## config.mk

```make
export PLATFORM = sky130hd
export DESIGN_NAME = local_align_matrix_fill_unit
export DESIGN_NICKNAME = d
export VERILOG_FILES = /design/src/rtl/core/lamf_pkg.sv /design/src/rtl/core/lamf_ctrl.sv /design/src/rtl/core/lamf_datapath.sv /design/src/rtl/core/local_align_matrix_fill_unit.sv
export SDC_FILE = /design/constraint.sdc
export NUM_CORES = 1
export LEC_CHECK = 0
export BUFFER_PORTS_ARGS = -buffer_cell sky130_fd_sc_hd__clkbuf_2
export CORE_ASPECT_RATIO = 1.1
export CORE_MARGIN = 1.5
export CORE_UTILIZATION = 45
export DETAILED_ROUTE_END_ITERATION = 10
export HOLD_SLACK_MARGIN = 0.15
export PLACE_DENSITY = 0.68
export SLEW_MARGIN = 20
export SYNTH_ARGS = -nofsm -noshare
export SYNTH_HDL_FRONTEND = slang
export SYNTH_SLANG_ARGS = --single-unit
```

## constraint.sdc

```tcl
create_clock -name clk -period 12.7 [get_ports clk]
set_clock_uncertainty 0.05 [all_clocks]
set_input_delay 0.635 -clock clk [delete_from_list [all_inputs] [get_ports clk]]
set_output_delay 0.635 -clock clk [all_outputs]
set_load 0.01 [all_outputs]
```

## src/rtl/core/lamf_pkg.sv

```systemverilog
// Shared definitions for the local alignment matrix fill block.
// Holds the register indexes, direction codes, score widths and the controller command type.
// No dependencies.
package lamf_pkg;

  // Configuration register indexes.
  localparam logic [1:0] REG_MATCH    = 2'd0;
  localparam logic [1:0] REG_MISMATCH = 2'd1;
  localparam logic [1:0] REG_GAP      = 2'd2;

  // Traceback direction codes.
  localparam logic [1:0] DIR_DIAG  = 2'd0;
  localparam logic [1:0] DIR_UP    = 2'd1;
  localparam logic [1:0] DIR_LEFT  = 2'd2;
  localparam logic [1:0] DIR_START = 2'd3;

  // Score widths: stored scores are 10 bits; candidates need 12 bits signed.
  localparam int SCORE_W = 10;
  localparam int CAND_W  = 12;
  localparam logic [SCORE_W-1:0] SCORE_MAX = 10'd1023;

  // Reset values of the scoring registers.
  localparam logic [3:0] MATCH_RST    = 4'd2;
  localparam logic [4:0] MISMATCH_RST = 5'b11101;
  localparam logic [5:0] GAP_RST      = 6'b111010;

  // Commands from the controller to the datapath.
  typedef struct packed {
    logic ref_we;     // write the input symbol into the reference store
    logic row_start;  // latch the query symbol and clear the running scores
    logic rd_en;      // read one column of the reference and the stored row
    logic up_valid;   // the stored row entry being read holds a real score
    logic last;       // the column being read is the last of the row
    logic cell_en;    // compute the pending cell and load the output register
  } lamf_cmd_t;

endpackage

```

## src/rtl/core/lamf_ctrl.sv

```systemverilog
// Controller for the local alignment matrix fill block.
// Sequences reference loads and row passes and tracks the reference length and the row fill count.
// Depends on lamf_pkg.
module lamf_ctrl
  import lamf_pkg::*;
#(
  parameter int MAX_REF_LEN = 64
) (
  input  logic                                   clk,
  input  logic                                   rst_n,
  input  logic                                   in_valid,
  output logic                                   in_ready,
  input  logic                                   in_mode,
  input  logic                                   in_restart,
  input  logic                                   slot_free,
  output lamf_cmd_t                              cmd,
  output logic [((MAX_REF_LEN > 1) ? $clog2(MAX_REF_LEN) : 1)-1:0] ref_addr,
  output logic [((MAX_REF_LEN > 1) ? $clog2(MAX_REF_LEN) : 1)-1:0] rd_addr,
  output logic [$clog2(MAX_REF_LEN + 1)-1:0]     rd_col
);

  localparam int ADDR_W = (MAX_REF_LEN > 1) ? $clog2(MAX_REF_LEN) : 1;
  localparam int CNT_W  = $clog2(MAX_REF_LEN + 1);
  localparam logic [CNT_W-1:0] LEN_MAX = CNT_W'(MAX_REF_LEN);

  localparam logic ST_IDLE = 1'b0;
  localparam logic ST_ROW  = 1'b1;

  logic             state_r, state_nxt;
  logic [CNT_W-1:0] len_r, len_nxt;
  logic [CNT_W-1:0] filled_r, filled_nxt;
  logic [CNT_W-1:0] iss_r, iss_nxt;
  logic             s1_valid_r, s1_valid_nxt;
  logic             s1_last_r, s1_last_nxt;

  logic             accept;
  logic             issue_ok;
  logic             cell_en;
  logic [CNT_W-1:0] iss_inc;

  assign in_ready = (state_r == ST_IDLE);
  assign accept   = in_valid && in_ready;
  assign iss_inc  = iss_r + 1'b1;
  assign cell_en  = (state_r == ST_ROW) && s1_valid_r && slot_free;
  assign issue_ok = (state_r == ST_ROW) && (iss_r < len_r) && (!s1_valid_r || cell_en);

  // Read addressing for the row pass.
  assign rd_addr = iss_r[ADDR_W-1:0];
  assign rd_col  = iss_inc;
  assign ref_addr = in_restart ? '0 : len_r[ADDR_W-1:0];

  // Next-state and command logic.
  always_comb begin
    state_nxt    = state_r;
    len_nxt      = len_r;
    filled_nxt   = filled_r;
    iss_nxt      = iss_r;
    s1_valid_nxt = s1_valid_r;
    s1_last_nxt  = s1_last_r;
    cmd          = '0;
    cmd.rd_en    = issue_ok;
    cmd.up_valid = iss_r < filled_r;
    cmd.last     = (iss_inc == len_r);
    cmd.cell_en  = cell_en;
    case (state_r)
      ST_IDLE: begin
        if (accept) begin
          if (in_restart) begin
            filled_nxt = '0;
          end
          if (!in_mode) begin
            // A load appends one symbol unless the store is full; a restart load starts anew.
            if (in_restart) begin
              cmd.ref_we = 1'b1;
              len_nxt    = CNT_W'(1);
            end else if (len_r < LEN_MAX) begin
              cmd.ref_we = 1'b1;
              len_nxt    = len_r + 1'b1;
            end
          end else if (len_r != '0) begin
            cmd.row_start = 1'b1;
            iss_nxt       = '0;
            state_nxt     = ST_ROW;
          end
        end
      end
      ST_ROW: begin
        if (issue_ok) begin
          iss_nxt      = iss_inc;
          s1_valid_nxt = 1'b1;
          s1_last_nxt  = (iss_inc == len_r);
        end else if (cell_en) begin
          s1_valid_nxt = 1'b0;
        end
        // The whole row has been written back once its last cell leaves.
        if (cell_en && s1_last_r) begin
          filled_nxt = len_r;
          state_nxt  = ST_IDLE;
        end
      end
      default: begin
        state_nxt = ST_IDLE;
      end
    endcase
  end

  // Control registers.
  always_ff @(posedge clk) begin
    if (!rst_n) begin
      state_r    <= ST_IDLE;
      len_r      <= '0;
      filled_r   <= '0;
      iss_r      <= '0;
      s1_valid_r <= 1'b0;
      s1_last_r  <= 1'b0;
    end else begin
      state_r    <= state_nxt;
      len_r      <= len_nxt;
      filled_r   <= filled_nxt;
      iss_r      <= iss_nxt;
      s1_valid_r <= s1_valid_nxt;
      s1_last_r  <= s1_last_nxt;
    end
  end

endmodule

```

## src/rtl/core/lamf_datapath.sv

```systemverilog
// Datapath for the local alignment matrix fill block.
// Holds the scoring registers, the reference and row memories, the cell scorer and the output register.
// Depends on lamf_pkg.
module lamf_datapath
  import lamf_pkg::*;
#(
  parameter int MAX_REF_LEN = 64
) (
  input  logic                                   clk,
  input  logic                                   rst_n,
  input  logic                                   cfg_we,
  input  logic [1:0]                             cfg_index,
  input  logic [5:0]                             cfg_data,
  input  logic [7:0]                             in_symbol,
  input  lamf_cmd_t                              cmd,
  input  logic [((MAX_REF_LEN > 1) ? $clog2(MAX_REF_LEN) : 1)-1:0] ref_addr,
  input  logic [((MAX_REF_LEN > 1) ? $clog2(MAX_REF_LEN) : 1)-1:0] rd_addr,
  input  logic [$clog2(MAX_REF_LEN + 1)-1:0]     rd_col,
  output logic                                   slot_free,
  output logic                                   out_valid,
  input  logic                                   out_ready,
  output logic [SCORE_W-1:0]                     out_score,
  output logic [1:0]                             out_direction,
  output logic [6:0]                             out_column,
  output logic                                   out_row_end
);

  localparam int ADDR_W = (MAX_REF_LEN > 1) ? $clog2(MAX_REF_LEN) : 1;
  localparam int CNT_W  = $clog2(MAX_REF_LEN + 1);

  logic [3:0] match_r;
  logic [4:0] mismatch_r;
  logic [5:0] gap_r;

  logic [7:0]         ref_mem [MAX_REF_LEN];
  logic [SCORE_W-1:0] row_mem [MAX_REF_LEN];

  logic [7:0]         qsym_r;
  logic [7:0]         ref_rd_r;
  logic [SCORE_W-1:0] row_rd_r;
  logic               up_valid_r;
  logic [ADDR_W-1:0]  cell_addr_r;
  logic [CNT_W-1:0]   cell_col_r;
  logic               cell_last_r;
  logic [SCORE_W-1:0] diag_r;
  logic [SCORE_W-1:0] left_r;

  logic               out_valid_r;
  logic [SCORE_W-1:0] out_score_r;
  logic [1:0]         out_dir_r;
  logic [6:0]         out_col_r;
  logic               out_end_r;

  logic [SCORE_W-1:0]       up;
  logic signed [CAND_W-1:0] sub;
  logic signed [CAND_W-1:0] gap;
  logic signed [CAND_W-1:0] c_diag, c_up, c_left;
  logic signed [CAND_W-1:0] best;
  logic [1:0]               dir;
  logic [SCORE_W-1:0]       best_sat;

  // Scoring registers.
  always_ff @(posedge clk) begin
    if (!rst_n) begin
      match_r    <= MATCH_RST;
      mismatch_r <= MISMATCH_RST;
      gap_r      <= GAP_RST;
    end else if (cfg_we) begin
      case (cfg_index)
        REG_MATCH:    match_r    <= cfg_data[3:0];
        REG_MISMATCH: mismatch_r <= cfg_data[4:0];
        REG_GAP:      gap_r      <= cfg_data;
        default:      ;
      endcase
    end
  end

  // Reference store: written on loads, read one column a cycle during a row while the output register can take cells.
  always_ff @(posedge clk) begin
    if (cmd.ref_we) begin
      ref_mem[ref_addr] <= in_symbol;
    end
    if (cmd.rd_en) begin
      ref_rd_r <= ref_mem[rd_addr];
    end
  end

  // Previous row scores: read ahead of the cell, written back as it completes.
  always_ff @(posedge clk) begin
    if (cmd.cell_en) begin
      row_mem[cell_addr_r] <= best_sat;
    end
    if (cmd.rd_en) begin
      row_rd_r <= row_mem[rd_addr];
    end
  end

  // Side information that travels with each read.
  always_ff @(posedge clk) begin
    if (cmd.rd_en) begin
      up_valid_r  <= cmd.up_valid;
      cell_addr_r <= rd_addr;
      cell_col_r  <= rd_col;
      cell_last_r <= cmd.last;
    end
    if (cmd.row_start) begin
      qsym_r <= in_symbol;
    end
  end

  // Cell scorer: the best of diagonal, up, left and zero, earliest wins ties.
  assign up  = up_valid_r ? row_rd_r : '0;
  assign sub = (ref_rd_r == qsym_r) ? $signed({{(CAND_W-4){1'b0}}, match_r})
                                    : $signed({{(CAND_W-5){mismatch_r[4]}}, mismatch_r});
  assign gap = $signed({{(CAND_W-6){gap_r[5]}}, gap_r});
  assign c_diag = $signed({{(CAND_W-SCORE_W){1'b0}}, diag_r}) + sub;
  assign c_up   = $signed({{(CAND_W-SCORE_W){1'b0}}, up}) + gap;
  assign c_left = $signed({{(CAND_W-SCORE_W){1'b0}}, left_r}) + gap;

  always_comb begin
    best = c_diag;
    dir  = DIR_DIAG;
    if (c_up > best) begin
      best = c_up;
      dir  = DIR_UP;
    end
    if (c_left > best) begin
      best = c_left;
      dir  = DIR_LEFT;
    end
    if (best < 0) begin
      best = '0;
      dir  = DIR_START;
    end
    if (best > $signed({{(CAND_W-SCORE_W){1'b0}}, SCORE_MAX})) begin
      best_sat = SCORE_MAX;
    end else begin
      best_sat = best[SCORE_W-1:0];
    end
  end

  // Running diagonal and left scores along the row.
  always_ff @(posedge clk) begin
    if (cmd.row_start) begin
      diag_r <= '0;
      left_r <= '0;
    end else if (cmd.cell_en) begin
      diag_r <= up;
      left_r <= best_sat;
    end
  end

  // Output register: holds a finished cell until the consumer takes it.
  assign slot_free = !out_valid_r || out_ready;

  always_ff @(posedge clk) begin
    if (!rst_n) begin
      out_valid_r <= 1'b0;
    end else if (cmd.cell_en) begin
      out_valid_r <= 1'b1;
    end else if (out_ready) begin
      out_valid_r <= 1'b0;
    end
  end

  always_ff @(posedge clk) begin
    if (cmd.cell_en) begin
      out_score_r <= best_sat;
      out_dir_r   <= dir;
      out_col_r   <= 7'(cell_col_r);
      out_end_r   <= cell_last_r;
    end
  end

  assign out_valid     = out_valid_r;
  assign out_score     = out_score_r;
  assign out_direction = out_dir_r;
  assign out_column    = out_col_r;
  assign out_row_end   = out_end_r;

endmodule

```

## src/rtl/core/local_align_matrix_fill_unit.sv

```systemverilog
// Local alignment matrix fill unit: Smith-Waterman rows with a linear gap penalty.
// A reference load gives no result and leaves in_ready high.
// A query row of N columns reads the reference and the stored row, then scores each cell into
// the output register, one cell a cycle while out_ready keeps the output register free.
// Reset is synchronous and active low; it empties the reference and marks the stored row empty, so it reads as zero.
module local_align_matrix_fill_unit
  import lamf_pkg::*;
#(
  parameter int MAX_REF_LEN = 64
) (
  input  logic               clk,
  input  logic               rst_n,
  input  logic               cfg_valid,
  output logic               cfg_ready,
  input  logic [1:0]         cfg_index,
  input  logic [5:0]         cfg_data,
  input  logic               in_valid,
  output logic               in_ready,
  input  logic               in_mode,
  input  logic               in_restart,
  input  logic [7:0]         in_symbol,
  output logic               out_valid,
  input  logic               out_ready,
  output logic [SCORE_W-1:0] out_score,
  output logic [1:0]         out_direction,
  output logic [6:0]         out_column,
  output logic               out_row_end
);

  localparam int ADDR_W = (MAX_REF_LEN > 1) ? $clog2(MAX_REF_LEN) : 1;
  localparam int CNT_W  = $clog2(MAX_REF_LEN + 1);

  lamf_cmd_t         cmd;
  logic              slot_free;
  logic [ADDR_W-1:0] ref_addr;
  logic [ADDR_W-1:0] rd_addr;
  logic [CNT_W-1:0]  rd_col;

  // Configuration writes are always taken.
  assign cfg_ready = 1'b1;

  lamf_ctrl #(
    .MAX_REF_LEN(MAX_REF_LEN)
  ) u_ctrl (
    .clk       (clk),
    .rst_n     (rst_n),
    .in_valid  (in_valid),
    .in_ready  (in_ready),
    .in_mode   (in_mode),
    .in_restart(in_restart),
    .slot_free (slot_free),
    .cmd       (cmd),
    .ref_addr  (ref_addr),
    .rd_addr   (rd_addr),
    .rd_col    (rd_col)
  );

  lamf_datapath #(
    .MAX_REF_LEN(MAX_REF_LEN)
  ) u_datapath (
    .clk          (clk),
    .rst_n        (rst_n),
    .cfg_we       (cfg_valid),
    .cfg_index    (cfg_index),
    .cfg_data     (cfg_data),
    .in_symbol    (in_symbol),
    .cmd          (cmd),
    .ref_addr     (ref_addr),
    .rd_addr      (rd_addr),
    .rd_col       (rd_col),
    .slot_free    (slot_free),
    .out_valid    (out_valid),
    .out_ready    (out_ready),
    .out_score    (out_score),
    .out_direction(out_direction),
    .out_column   (out_column),
    .out_row_end  (out_row_end)
  );

endmodule
```

==> key figures, run 1 <==
Route
  • Routed wire length per instance: 27.2 um
  • Vias: between 20k and 30k
  • Remaining antenna violation count: 0
  • DR pass1 iterations: 5
  • Number of DRC markers in iteration 0: roughly 2.7k
  • Drt total wl: 117 mm
  • # DRC: 0
  • Via density: approximately 5.9

Setup path
  • Worst setup SP type: register
  • Worst R2R End: u_datapath.row_mem[3][5]$_DFFE_PP_
  • Worst Setup End Kind: register
  • Critical-path top delay cell: a21oi_2
  • R2R Path Start: u_datapath.qsym_r[1]$_DFFE_PP_
  • R2r worst-path depth: 28
  • Critical Path RT: 12.99 ns
  • Reg-to-reg setup timing slack: around 3.5 ns
  • Max FO, Critical Path: 66
  • CP startpoint: u_datapath.qsym_r[1]$_DFFE_PP_
  • WP data arrival: ~9.5 ns
  • Crit path largest cell delay: between 0.7 and 0.8 ns
  • Crit path kind: reg2reg
  • CP endpoint: u_datapath.row_mem[3][5]$_DFFE_PP_

Clocking
  • CTS tree: done
  • Htree depth: 3
  • Skew-Pair Late Insertion Delay: between 0.7 and 0.8 ns
  • Clock transition at the registers of the reported paths: 0.06 ns
  • Post-CTS Setup Inserts: 0
  • Clock sinks: about 1.3k
  • CTS Buffer Depth: 3
  • Root buffer cell: clkbuf_16
  • Num CTS Buffers: 120

Yosys
  • Mapped Nets: between 2k and 3k
  • Syn avg cell area: about 20 um2
  • Mapped cell area: between 50000 and 60000 um2
  • Post-synth ARST share: 0%
  • Post-synthesis sequential area ratio: between 70% and 80%
  • Library cells used by synthesis: 67
  • Ys flop type: edfxtp_1
  • Top cells by area, synth: edfxtp_1, mux4_2, dfxtp_1
  • Synth cell count leaders: edfxtp_1, mux4_2, nor2_1
  • Synth Warn #: 0
  • Cell taking the most area after synthesis: edfxtp_1
  • Post-synth EDFFs: 1213
  • Gate Count Post-Synth: approximately 2.5k
  • Number of synthesized register bits: roughly 1.3k
  • Most common cell in the netlist: edfxtp_1
  • Area share of the largest cell type after synthesis: between 70% and 80%

Placement
  • Port bufs: 44
  • GPL Wtd Cong: 0.920
  • Post-Place Cells: 4050
  • Setup WS pre-CTS: between 3 and 4 ns
  • DP HPWL: between 70 and 80 mm

Outcome
  • Status: completed

Die
  • Die area: roughly 120000 um2
  • Rows: ~130
  • Initial core utilization: 45.5%
  • Die X: ~320 um
  • I/O pin count: 46
  • Die Height: 357 um
  • Core Region: 113000 um2

Cells and area
  • Share of post-route cells with drive strength above 1: roughly 27%
  • Final net count: about 2.8k
  • Fin util: about half
  • Final std cells w/o fill: between 4k and 5k
  • Area Growth Syn to Fin: 13.1%

Pwr
  • Pleak: 18.0 nW
  • Pwr dens: about 160 nW/um2
  • Max IR drop VDD: between 0.15 and 0.2 mV

STA
  • Setup ws final: roughly 3.5 ns
  • Fmax: 109 MHz
  • Fin. Hold Viols: 0
  • RSZ-0062 raised after global routing: no
  • Fin crit period: 9.21 ns
  • Max-slew violation count: 0
  • Final period util: 72.5%
  • Worst-Margin Slew: 1.05 ns
  • Slew HR: a little under a third
  • Final setup TNS: 0 ns
  • # setup viols final: 0

Job
  • Max capacitance violation total: 0

Global route
  • Vias in the first global route: approximately 26k
  • Largest net degree at the start of global routing: ~130
  • Initial antenna violation count: 0
  • First-pass GRT wire length: roughly 170 mm
  • Global Route Usage Sum: between 20% and 30%
  • Grt total ovfl: 0

Worst hold path
  • HP Class: in2reg
==> flip-flops by register name (all words and copies together), names as in the netlist, 6 cells and up <==
register                flops
u_ctrl.len_r                7
u_datapath.row_mem        640
u_datapath.row_rd_r        10
u_ctrl.iss_r                7
u_datapath.left_r          10
u_datapath.diag_r          10
u_datapath.out_column       7
u_datapath.ref_mem        512
u_datapath.ref_rd_r         8
u_datapath.cell_col_r       7
u_datapath.cell_addr_r      6
u_datapath.qsym_r           8
u_datapath.gap_r            6
u_ctrl.filled_r             7
u_datapath.out_score       10
==> final cells by class <==
cell class	count	area (um2)
Antenna cell	2	5.00
Clock buffer	135	3120
Clock inverter	93	1050
Fill cell	8694	54800
Inverter	39	146
Multi-Input combinational cell	1097	13100
Sequential cell	1273	37600
Tap cell	1506	1880
Timing Repair Buffer	143	1030
==> worst min path at each step <==
stage / startpoint / to / slack (ns) / cells past startpoint
final: rst_n / u_datapath.gap_r[3]$_SDFFE_PN1P_ / 0.22 / 2
after global routing: rst_n / u_datapath.mismatch_r[2]$_SDFFE_PN1P_ / 0.22 / 2
after CTS: rst_n / u_datapath.gap_r[3]$_SDFFE_PN1P_ / 0.19 / 2
after detailed placement: u_datapath.cell_last_r$_DFFE_PP_ / u_datapath.out_row_end$_DFFE_PP_ / 0.35 / 0
after global placement: u_datapath.cell_col_r[0]$_DFFE_PP_ / u_datapath.out_column[0]$_DFFE_PP_ / 0.35 / 0
after floorplan: u_datapath.cell_col_r[0]$_DFFE_PP_ / u_datapath.out_column[0]$_DFFE_PP_ / 0.35 / 0
==> metrics by stage <==
step | cell area, um2 | power (mW) | hold slack (ns)
after global routing | 58000 | 9.65 | 0.220
after detailed placement | 53700 | 5.75 | 0.355
final | 58000 | 9.38 | 0.223
after floorplan | 51300 | 5.46 | 0.350
after CTS | 58000 | 9.44 | 0.191
after global placement | 53700 | 5.70 | 0.353
==> power breakdown <==
part,leakage (nW),internal (mW),switching (mW)
registers,11.5,4.98,0.00752
logic,4.45,0.134,0.529
clock network,2.02,2.18,1.55
==> repair_timing <==
action | in CTS | in global routing
hold buffers | 7 | 0
hold endpoints to repair | 15 | 0
gates resized for setup | 0 | 0
==> cells by family (layout without fill, tap and decap cells) <==
group,count (synthesis),in the layout,share of synthesized area (%)
AO/OA/AOI/OAI,164,164,2.15
XOR/XNOR,49,49,0.837
adder cells (fa/ha/maj),69,69,1.73
buffers and inverters,153,410,1.21
flip-flops,1273,1273,73.4
multiplexers,401,401,17.1
other,1,3,0.00731
AND/OR/NAND/NOR,413,413,3.64
==> per-layer routing <==
metal / track usage (%) / up-vias / wire, um
met2: 33.3 / 1059 / 57700
met1: 27.8 / 13400 / 47600
met3: 3.31 / 161 / 8350
met4: 5.92 / 0 / 2980
met5: 0 / - / 0
li1: - / 10700 / -
==> critical path, delay by kind of cell (launching register included) <==
kind,cells,cell delay (ns)
compound gates,11,3.29
simple gates,9,2.54
fa+ha+maj,4,1.34
xor+xnor,2,0.42
flops,1,0.39
mux,1,0.38
buf+inv,1,0.33
==> cells in the final DEF (no fill, tap or decap), types with 8 or more instances in the layout <==
cell        synthesis  routed
and2_1             13      13
clkbuf_2            0      44
clkbuf_16           0     122
mux4_2            378     378
o21ai_1            11      11
a21oi_1            53      53
nor4_1              8       8
ha_1               66      66
buf_4               2      88
xor2_1             25      25
clkbuf_1           66      11
bufinv_16           0      20
edfxtp_1         1213    1213
clkinv_2            0      25
nor2_1            190     174
nand3_1            25      25
a211oi_1           10      10
nor2_2              0       8
clkinv_1            2      27
o21a_1             10      10
nand2_1            86      86
clkinvlp_4          0      10
dfxtp_1            60      55
o21ai_0            23      23
nor2_4              0       8
xnor2_1            24      24
nand2b_1           11      11
nor2b_1             9       9
nand4_1            17      17
mux2i_1            13      13
inv_1              36      36
nor3_1             18      14
a21o_1             10      10
mux2_2             10      10
Note: power is estimated with default switching activity, not from simulation.
==> run 2: changes to the inputs <==
==> constraint.sdc (replaced) <==
create_clock -name clk -period 8.7 [get_ports clk]
set_clock_uncertainty 0.05 [all_clocks]
set_input_delay 0.435 -clock clk [delete_from_list [all_inputs] [get_ports clk]]
set_output_delay 0.435 -clock clk [all_outputs]
set_load 0.01 [all_outputs]
==> key figures, run 2 (synthesis gave the netlist of run 1 again) <==
Setup path
  • WP data arrival: 8.54 ns (was 9.50 ns)
  • Worst Setup End Kind: register (unchanged)
  • Crit path kind: reg2reg (unchanged)
  • Delay-heaviest family, CP: compound AO/OA/AOI/OAI gates (unchanged)
  • Critical-path top delay cell: fa_1 (was a21oi_2)
  • R2R Path Start: u_datapath.qsym_r[3]$_DFFE_PP_ (was u_datapath.qsym_r[1]$_DFFE_PP_)
  • R2r worst-path depth: 30 (was 28)
  • Reg-to-reg setup timing slack: 0.40 ns (was 3.49 ns)
  • Max FO, Critical Path: 65 (was 66)
  • Worst R2R End: u_datapath.row_mem[45][7]$_DFFE_PP_ (was u_datapath.row_mem[3][5]$_DFFE_PP_)
  • Critical Path RT: 8.95 ns (was 12.99 ns)
  • Crit. path cell count: 30 (was 28)
  • CP startpoint: u_datapath.qsym_r[3]$_DFFE_PP_ (was u_datapath.qsym_r[1]$_DFFE_PP_)
  • Crit path largest cell delay: 0.44 ns (was 0.78 ns)
  • CP endpoint: u_datapath.row_mem[45][7]$_DFFE_PP_ (was u_datapath.row_mem[3][5]$_DFFE_PP_)
  • Worst path bufs/invs: 5 (was 1)
  • Worst setup SP type: register (unchanged)
  • Most used cell, CP: buf_4

STA
  • # setup viols final: 0 (unchanged)
  • Worst hold slack: 0.247 ns (was 0.223 ns)
  • Max-slew violation count: 0 (unchanged)
  • Slew HR: 21.0% (was 30.2%)
  • Fin. Hold Viols: 0 (unchanged)
  • Worst-Margin Slew: 1.18 ns (was 1.05 ns)
  • Final period util: 95.4% (was 72.5%)
  • Fin crit period: 8.30 ns (was 9.21 ns)
  • Setup ws final: 0.403 ns (was 3.49 ns)
  • Fmax: 121 MHz (was 109 MHz)

Cells and area
  • Final net count: 2774 (was 2766)
  • Final std cells w/o fill: 4291 (was 4288)
  • Commonest non-fill, non-tap cell in the layout: edfxtp_1 (unchanged)
  • Area Growth Syn to Fin: 12.8% (was 13.1%)
  • FILL cells: 8729 (was 8694)
  • Share of post-route cells with drive strength above 1: 27.0% (was 27.3%)
  • Register with the most flip-flops: u_datapath.row_mem (unchanged)
  • Antenna Cells: 0 (was 2)
  • Largest registers: u_datapath.row_mem: 640 flops, u_datapath.ref_mem: 512 flops (unchanged)
  • Max FFs per register: 640 (unchanged)
  • Most frequent cells in the layout: edfxtp_1, mux4_2, nor2_1 (unchanged)
  • Post-route design area: 57900 um2 (was 58000 um2)

Die
  • Die Height: 357 um (unchanged)
  • Core Region: 113000 um2 (unchanged)
  • Die area: 116000 um2 (unchanged)
  • Rows: 129 (unchanged)
  • Initial core utilization: 45.5% (unchanged)
  • Die X: 325 um (unchanged)
  • I/O pin count: 46 (unchanged)

Clocking
  • CTS Buffer Depth: 3 (unchanged)
  • CTS tree: done (unchanged)
  • Clock sinks: 1273 (unchanged)
  • Htree depth: 3 (unchanged)
  • Root buffer cell: clkbuf_16 (unchanged)
  • Clock transition at the registers of the reported paths: 0.06 ns (about the same)
  • Num CTS Buffers: 119 (was 120)
  • Skew-Pair Late Insertion Delay: 0.71 ns (was 0.72 ns)

Pwr
  • Power, Total: 13.4 mW (was 9.38 mW)
  • Max IR drop VDD: 0.165 mV (was 0.188 mV)
  • Int Power: 10.3 mW (was 7.29 mW)
  • Combinational Power Share: 8.0% (was 7.1%)
  • Clock share of power: 37.7% (was 39.8%)
  • Part of the power in registers: 54.2% (was 53.2%)
  • Net switching power figure: 3.07 mW (was 2.09 mW)
  • Pwr dens: 232 nW/um2 (was 162 nW/um2)
  • Sw frac: 22.9% (was 22.2%)
  • Pleak: 17.9 nW (was 18.0 nW)

Route
  • Vias: 25.3k (about the same)
  • Remaining antenna violation count: 0 (unchanged)
  • Number of DRC markers in iteration 0: 2420 (was 2740)
  • Drt total wl: 117 mm (about the same)
  • Via density: 5.91 (was 5.90)
  • Routed wire length per instance: 27.2 um (about the same)
  • # DRC: 0 (unchanged)
  • DR pass1 iterations: 5 (unchanged)

Global route
  • Largest net degree at the start of global routing: 122 (was 134)
  • Global Route Usage Sum: 20.1% (about the same)
  • Grt total ovfl: 0 (unchanged)
  • Initial antenna violation count: 2 (was 0)
  • Vias in the first global route: 25.8k (was 25.7k)
  • First-pass GRT wire length: 172 mm (about the same)

Job
  • Max capacitance violation total: 0 (unchanged)

Placement
  • DP HPWL: 70.9 mm (was 70.3 mm)
  • Post-DP Area: 53800 um2 (was 53700 um2)
  • GPL Wtd Cong: 0.846 (was 0.920)
  • Setup WS pre-CTS: -0.0483 ns (was 3.69 ns)
  • Post-Place Cells: 4048 (was 4050)
  • Port bufs: 44 (unchanged)

Outcome
  • Status: completed (unchanged)

Worst hold path
  • HP Class: in2reg (unchanged)
run 2: cell count changes in the layout (fill, tap and decap cells not counted), sizes merged:
cell,delta
bufinv,-11
clkbuf,+13
buf,-2
inv,+2
clkinv,-2
clkinvlp,-6
diode,-2
dlygate4sd3,+8
nor2,+3
run 2: worst reg2reg max path, delay by kind of cell, from the launching register on:
| kind | cells | cell delay [ns] |
|---|---|---|
| flops | 1 | 0.38 |
| compound gates | 10 | 2.55 |
| simple gates | 8 | 1.65 |
| xor+xnor | 2 | 0.38 |
| mux | 1 | 0.32 |
| buf+inv | 5 | 1.28 |
| fa+ha+maj | 4 | 1.18 |
run 2: routing by layer:
metal	global-route usage [%]	part of all wire [%]	up-vias
met5	0	0.014	-
met4	5.18	2.0	2
met3	3.19	6.9	168
met2	34.4	51	1012
met1	27.0	40	13400
li1	-	-	10700
run 2: layout make-up:
class	count	area (um2)	share of cell area, %
clock inverters	76	658	1.14
inverters	39	146	0.253
multi-input cells	1100	13300	22.9
flip-flops and latches	1273	37600	65.0
clock buffers	148	3150	5.44
repair buffers	149	1140	1.97
well taps	1506	1880	3.26
run 2: per-stage QoR:
step	util [%]	setup TNS [ns]
6_report	51.3	0
5_1_grt	51.3	-0.236
4_1_cts	51.2	0
3_5_place_dp	47.7	-0.860
3_3_place_gp	47.6	0
2_1_floorplan	-	-204.60
run 2: worst min path at each step:
| stage | startpoint | end | slack (ns) | depth (start not counted) |
|---|---|---|---|---|
| after global routing | cfg_valid | u_datapath.match_r[2]$_SDFFE_PN0P_ | 0.24 | 4 |
| final | cfg_valid | u_datapath.match_r[2]$_SDFFE_PN0P_ | 0.25 | 4 |
| after detailed placement | u_datapath.cell_last_r$_DFFE_PP_ | u_datapath.out_row_end$_DFFE_PP_ | 0.35 | 0 |
| after CTS | cfg_valid | u_datapath.mismatch_r[0]$_SDFFE_PN1P_ | 0.20 | 4 |
| after global placement | u_datapath.cell_col_r[2]$_DFFE_PP_ | u_datapath.out_column[2]$_DFFE_PP_ | 0.35 | 0 |
| after floorplan | u_datapath.cell_col_r[0]$_DFFE_PP_ | u_datapath.out_column[0]$_DFFE_PP_ | 0.35 | 0 |
run 2: power groups by stage:
stage               logic, mW  clock network [mW]  registers, mW
detailed placement       1.02                   0           7.41
finish                   1.07                5.06           7.27
floorplan               0.528                   0           7.44
global route             1.17                5.36           7.27
global placement        0.943                   0           7.41
CTS                      1.04                5.13           7.28
run 2: repair_timing:
item,CTS,global route
gates resized for setup,2,13
hold endpoints to repair,17,0
pin swaps,2,2
setup buffers,0,0
setup endpoints to repair,101,650
gates cloned,1,2
hold buffers,15,0
==> run 3: changes to the inputs <==
--- a/config.mk
+++ b/config.mk
@@ -5,6 +5,7 @@
 export SDC_FILE = /design/constraint.sdc
 export NUM_CORES = 1
 export LEC_CHECK = 0
+export ABC_AREA = 1
 export BUFFER_PORTS_ARGS = -buffer_cell sky130_fd_sc_hd__clkbuf_2
 export CORE_ASPECT_RATIO = 1.1
 export CORE_MARGIN = 1.5
==> key figures, run 3 <==
Route
  • DR pass1 iterations: 8 (was 5)
  • Routed wire length per instance: 24.1 um (was 27.2 um)
  • # DRC: 0 (unchanged)
  • Drt total wl: 134 mm (was 117 mm)
  • Via density: 6.02 (was 5.91)
  • Remaining antenna violation count: 0 (unchanged)
  • Number of DRC markers in iteration 0: 4438 (was 2420)
  • Vias: 33.3k (was 25.3k)

Job
  • Max capacitance violation total: 0 (unchanged)

STA
  • Worst-Margin Slew: 1.12 ns (was 1.18 ns)
  • Fin crit period: 7.91 ns (was 8.30 ns)
  • RSZ-0062 raised after global routing: no
  • Slew HR: 25.5% (was 21.0%)
  • Fmax: 126 MHz (was 121 MHz)
  • Final period util: 90.9% (was 95.4%)
  • Max-slew violation count: 0 (unchanged)
  • Final setup TNS: 0 ns (unchanged)
  • Fin. Hold Viols: 0 (unchanged)
  • # setup viols final: 0 (unchanged)

Cells and area
  • Most frequent cells in the layout: edfxtp_1, a21oi_1, nand2_1 (was edfxtp_1, mux4_2, nor2_1)
  • Register with the most flip-flops: u_datapath.row_mem (unchanged)
  • Largest registers: u_datapath.row_mem: 640 flops, u_datapath.ref_mem: 512 flops (unchanged)
  • Antenna Cells: 0 (unchanged)
  • Area Growth Syn to Fin: 11.6% (was 12.8%)
  • Commonest non-fill, non-tap cell in the layout: edfxtp_1 (unchanged)
  • Share of post-route cells with drive strength above 1: 9.32% (was 27.0%)
  • Final net count: 4017 (was 2774)
  • Max FFs per register: 640 (unchanged)
  • Post-route design area: 57200 um2 (was 57900 um2)

Outcome
  • Status: completed (unchanged)

Pwr
  • Pleak: 19.4 nW (was 17.9 nW)
  • Pwr dens: 261 nW/um2 (was 232 nW/um2)
  • Max IR drop VDD: 0.293 mV (was 0.165 mV)

Global route
  • Grt total ovfl: 0 (unchanged)
  • Initial antenna violation count: 7 (was 2)
  • Largest net degree at the start of global routing: 171 (was 122)
  • First-pass GRT wire length: 199 mm (was 172 mm)
  • Global Route Usage Sum: 22.5% (was 20.1%)
  • Vias in the first global route: 31.7k (was 25.8k)

Clocking
  • Num CTS Buffers: 116 (was 119)
  • Skew-Pair Late Insertion Delay: 0.73 ns (was 0.71 ns)
  • Post-CTS Setup Inserts: 0 (unchanged)
  • CTS Buffer Depth: 3 (unchanged)
  • Clock sinks: 1273 (unchanged)
  • Htree depth: 3 (unchanged)
  • Root buffer cell: clkbuf_16 (unchanged)
  • Clock transition at the registers of the reported paths: 0.06 ns (about the same)
  • CTS tree: done (unchanged)

Setup path
  • Worst Setup End Kind: register (unchanged)
  • Max FO, Critical Path: 65 (unchanged)
  • Crit path kind: reg2reg (unchanged)
  • Critical Path RT: 9.01 ns (was 8.95 ns)
  • Worst setup SP type: register (unchanged)
  • Crit path largest cell delay: 0.81 ns (was 0.44 ns)
  • Critical-path top delay cell: inv_2 (was fa_1)
  • WP data arrival: 8.21 ns (was 8.54 ns)
  • Most used cell, CP: nand2_1 (was buf_4)

Die
  • Die Height: 357 um (about the same)
  • Rows: 129 (unchanged)
  • Die area: 116000 um2 (about the same)
  • Core Region: 113000 um2 (unchanged)
  • Die X: 325 um (unchanged)
  • Initial core utilization: 45.5% (about the same)
  • I/O pin count: 46 (unchanged)

Yosys
  • Library cells used by synthesis: 50 (was 67)
  • Area share of the largest cell type after synthesis: 71.0% (about the same)
  • Synth cell count leaders: edfxtp_1, a21oi_1, nand2_1 (was edfxtp_1, mux4_2, nor2_1)
  • Post-synth EDFFs: 1213 (unchanged)
  • Top cells by area, synth: edfxtp_1, a21oi_1, o221ai_1 (was edfxtp_1, mux4_2, dfxtp_1)
  • Ys flop type: edfxtp_1 (unchanged)
  • Most common cell in the netlist: edfxtp_1 (unchanged)
  • Post-synth ARST share: 0% (unchanged)
  • Mapped Nets: 3978 (was 2615)
  • Mapped cell area: 51300 um2 (about the same)
  • Synth Warn #: 0 (unchanged)
  • Syn avg cell area: 13.2 um2 (was 20.3 um2)
  • Gate Count Post-Synth: 3886 (was 2523)
  • Post-synthesis sequential area ratio: 73.4% (about the same)
  • Cell taking the most area after synthesis: edfxtp_1 (unchanged)
  • Number of synthesized register bits: 1273 (unchanged)

Worst hold path
  • HP Class: in2reg (unchanged)

Placement
  • GPL Wtd Cong: 0.901 (was 0.846)
  • Port bufs: 44 (unchanged)
  • Post-DP Area: 53300 um2 (was 53800 um2)
  • DP HPWL: 75.1 mm (was 70.9 mm)
-- run 3: changes by cell type in the layout (fill, tap and decap cells not counted), sizes merged, moves of 10 or more --
| cell | change |
|---|---|
| nand3 | +143 |
| o21ai | +173 |
| nand2 | +457 |
| clkbuf | -10 |
| nand2b | -10 |
| xnor2 | -16 |
| mux4 | -378 |
| mux2i | -13 |
| a21oi | +587 |
| nor2 | -21 |
| o221ai | +285 |
| inv | +131 |
| mux2 | -10 |
-- run 3: area by class of cell --
cell class | count | area (um2)
clock inverters | 80 | 647
repair buffers | 161 | 1200
fillers | 9347 | 55600
well taps | 1506 | 1880
inverters | 171 | 668
flip-flops and latches | 1273 | 37600
multi-input cells | 2202 | 12200
clock buffers | 138 | 3030
-- run 3: final timing paths --
| check | slack (ns) | to | depth (start not counted) | startpoint |
|---|---|---|---|---|
| min reg2reg | 0.37 | u_datapath.out_column[0]$_DFFE_PP_ | 0 | u_datapath.cell_col_r[0]$_DFFE_PP_ |
| max | 0.79 | u_datapath.row_mem[5][7]$_DFFE_PP_ | 41 | u_datapath.ref_rd_r[7]$_DFFE_PP_ |
| max reg2reg | 0.79 | u_datapath.row_mem[5][7]$_DFFE_PP_ | 41 | u_datapath.ref_rd_r[7]$_DFFE_PP_ |
| min | 0.19 | u_datapath.match_r[2]$_SDFFE_PN0P_ | 5 | cfg_valid |
-- run 3: worst max-delay path: cells and delay by family, from the launching register on --
| family | cells | cell delay (ns) |
|---|---|---|
| fa+ha+maj | 4 | 1.28 |
| flops | 1 | 0.39 |
| simple gates | 26 | 3.34 |
| xor+xnor | 2 | 0.36 |
| buf+inv | 6 | 1.68 |
| compound gates | 3 | 0.43 |
-- run 3: where the power goes --
group          internal (mW)  switching [mW]  total (mW)
Sequential              8.03          0.0173        8.05
Clock                   2.70            2.26        4.96
Combinational          0.246            1.70        1.95
Total                   11.0            3.98        15.0
-- run 3: metal layers --
layer  share of wire, %  track usage, %
met3                9.3            3.83
met2                 48            36.5
met4                2.9            7.30
met1                 40            31.2
met5              0.042               0
-- run 3: cells by family after synthesis --
logic type	Yosys count	share of synthesized area (%)
compound gates	1171	13.8
xor+xnor	32	0.546
fa+ha+maj	69	1.73
buf+inv	411	3.07
flops	1273	73.4
other cells	1	0.00731
simple gates	929	7.54
-- run 3: metrics by stage --
step	std cells	setup slack (ns)	hold WS, ns	utilization (%)	total power [mW]
2_1_floorplan	3886	2.41	0.350	-	9.25
3_3_place_gp	5291	1.15	0.354	47.2	10.0
3_5_place_dp	5291	0.925	0.357	47.3	10.1
4_1_cts	5531	0.878	0.153	50.7	15.0
5_1_grt	5531	0.0629	0.230	50.7	15.4
6_report	5531	0.794	0.193	50.7	15.0
-- run 3: what timing repair did --
action,in CTS,in global routing
setup endpoints to repair,0,319
gates resized for setup,0,5
endpoints found under the hold margin,17,0
hold buffers,22,0
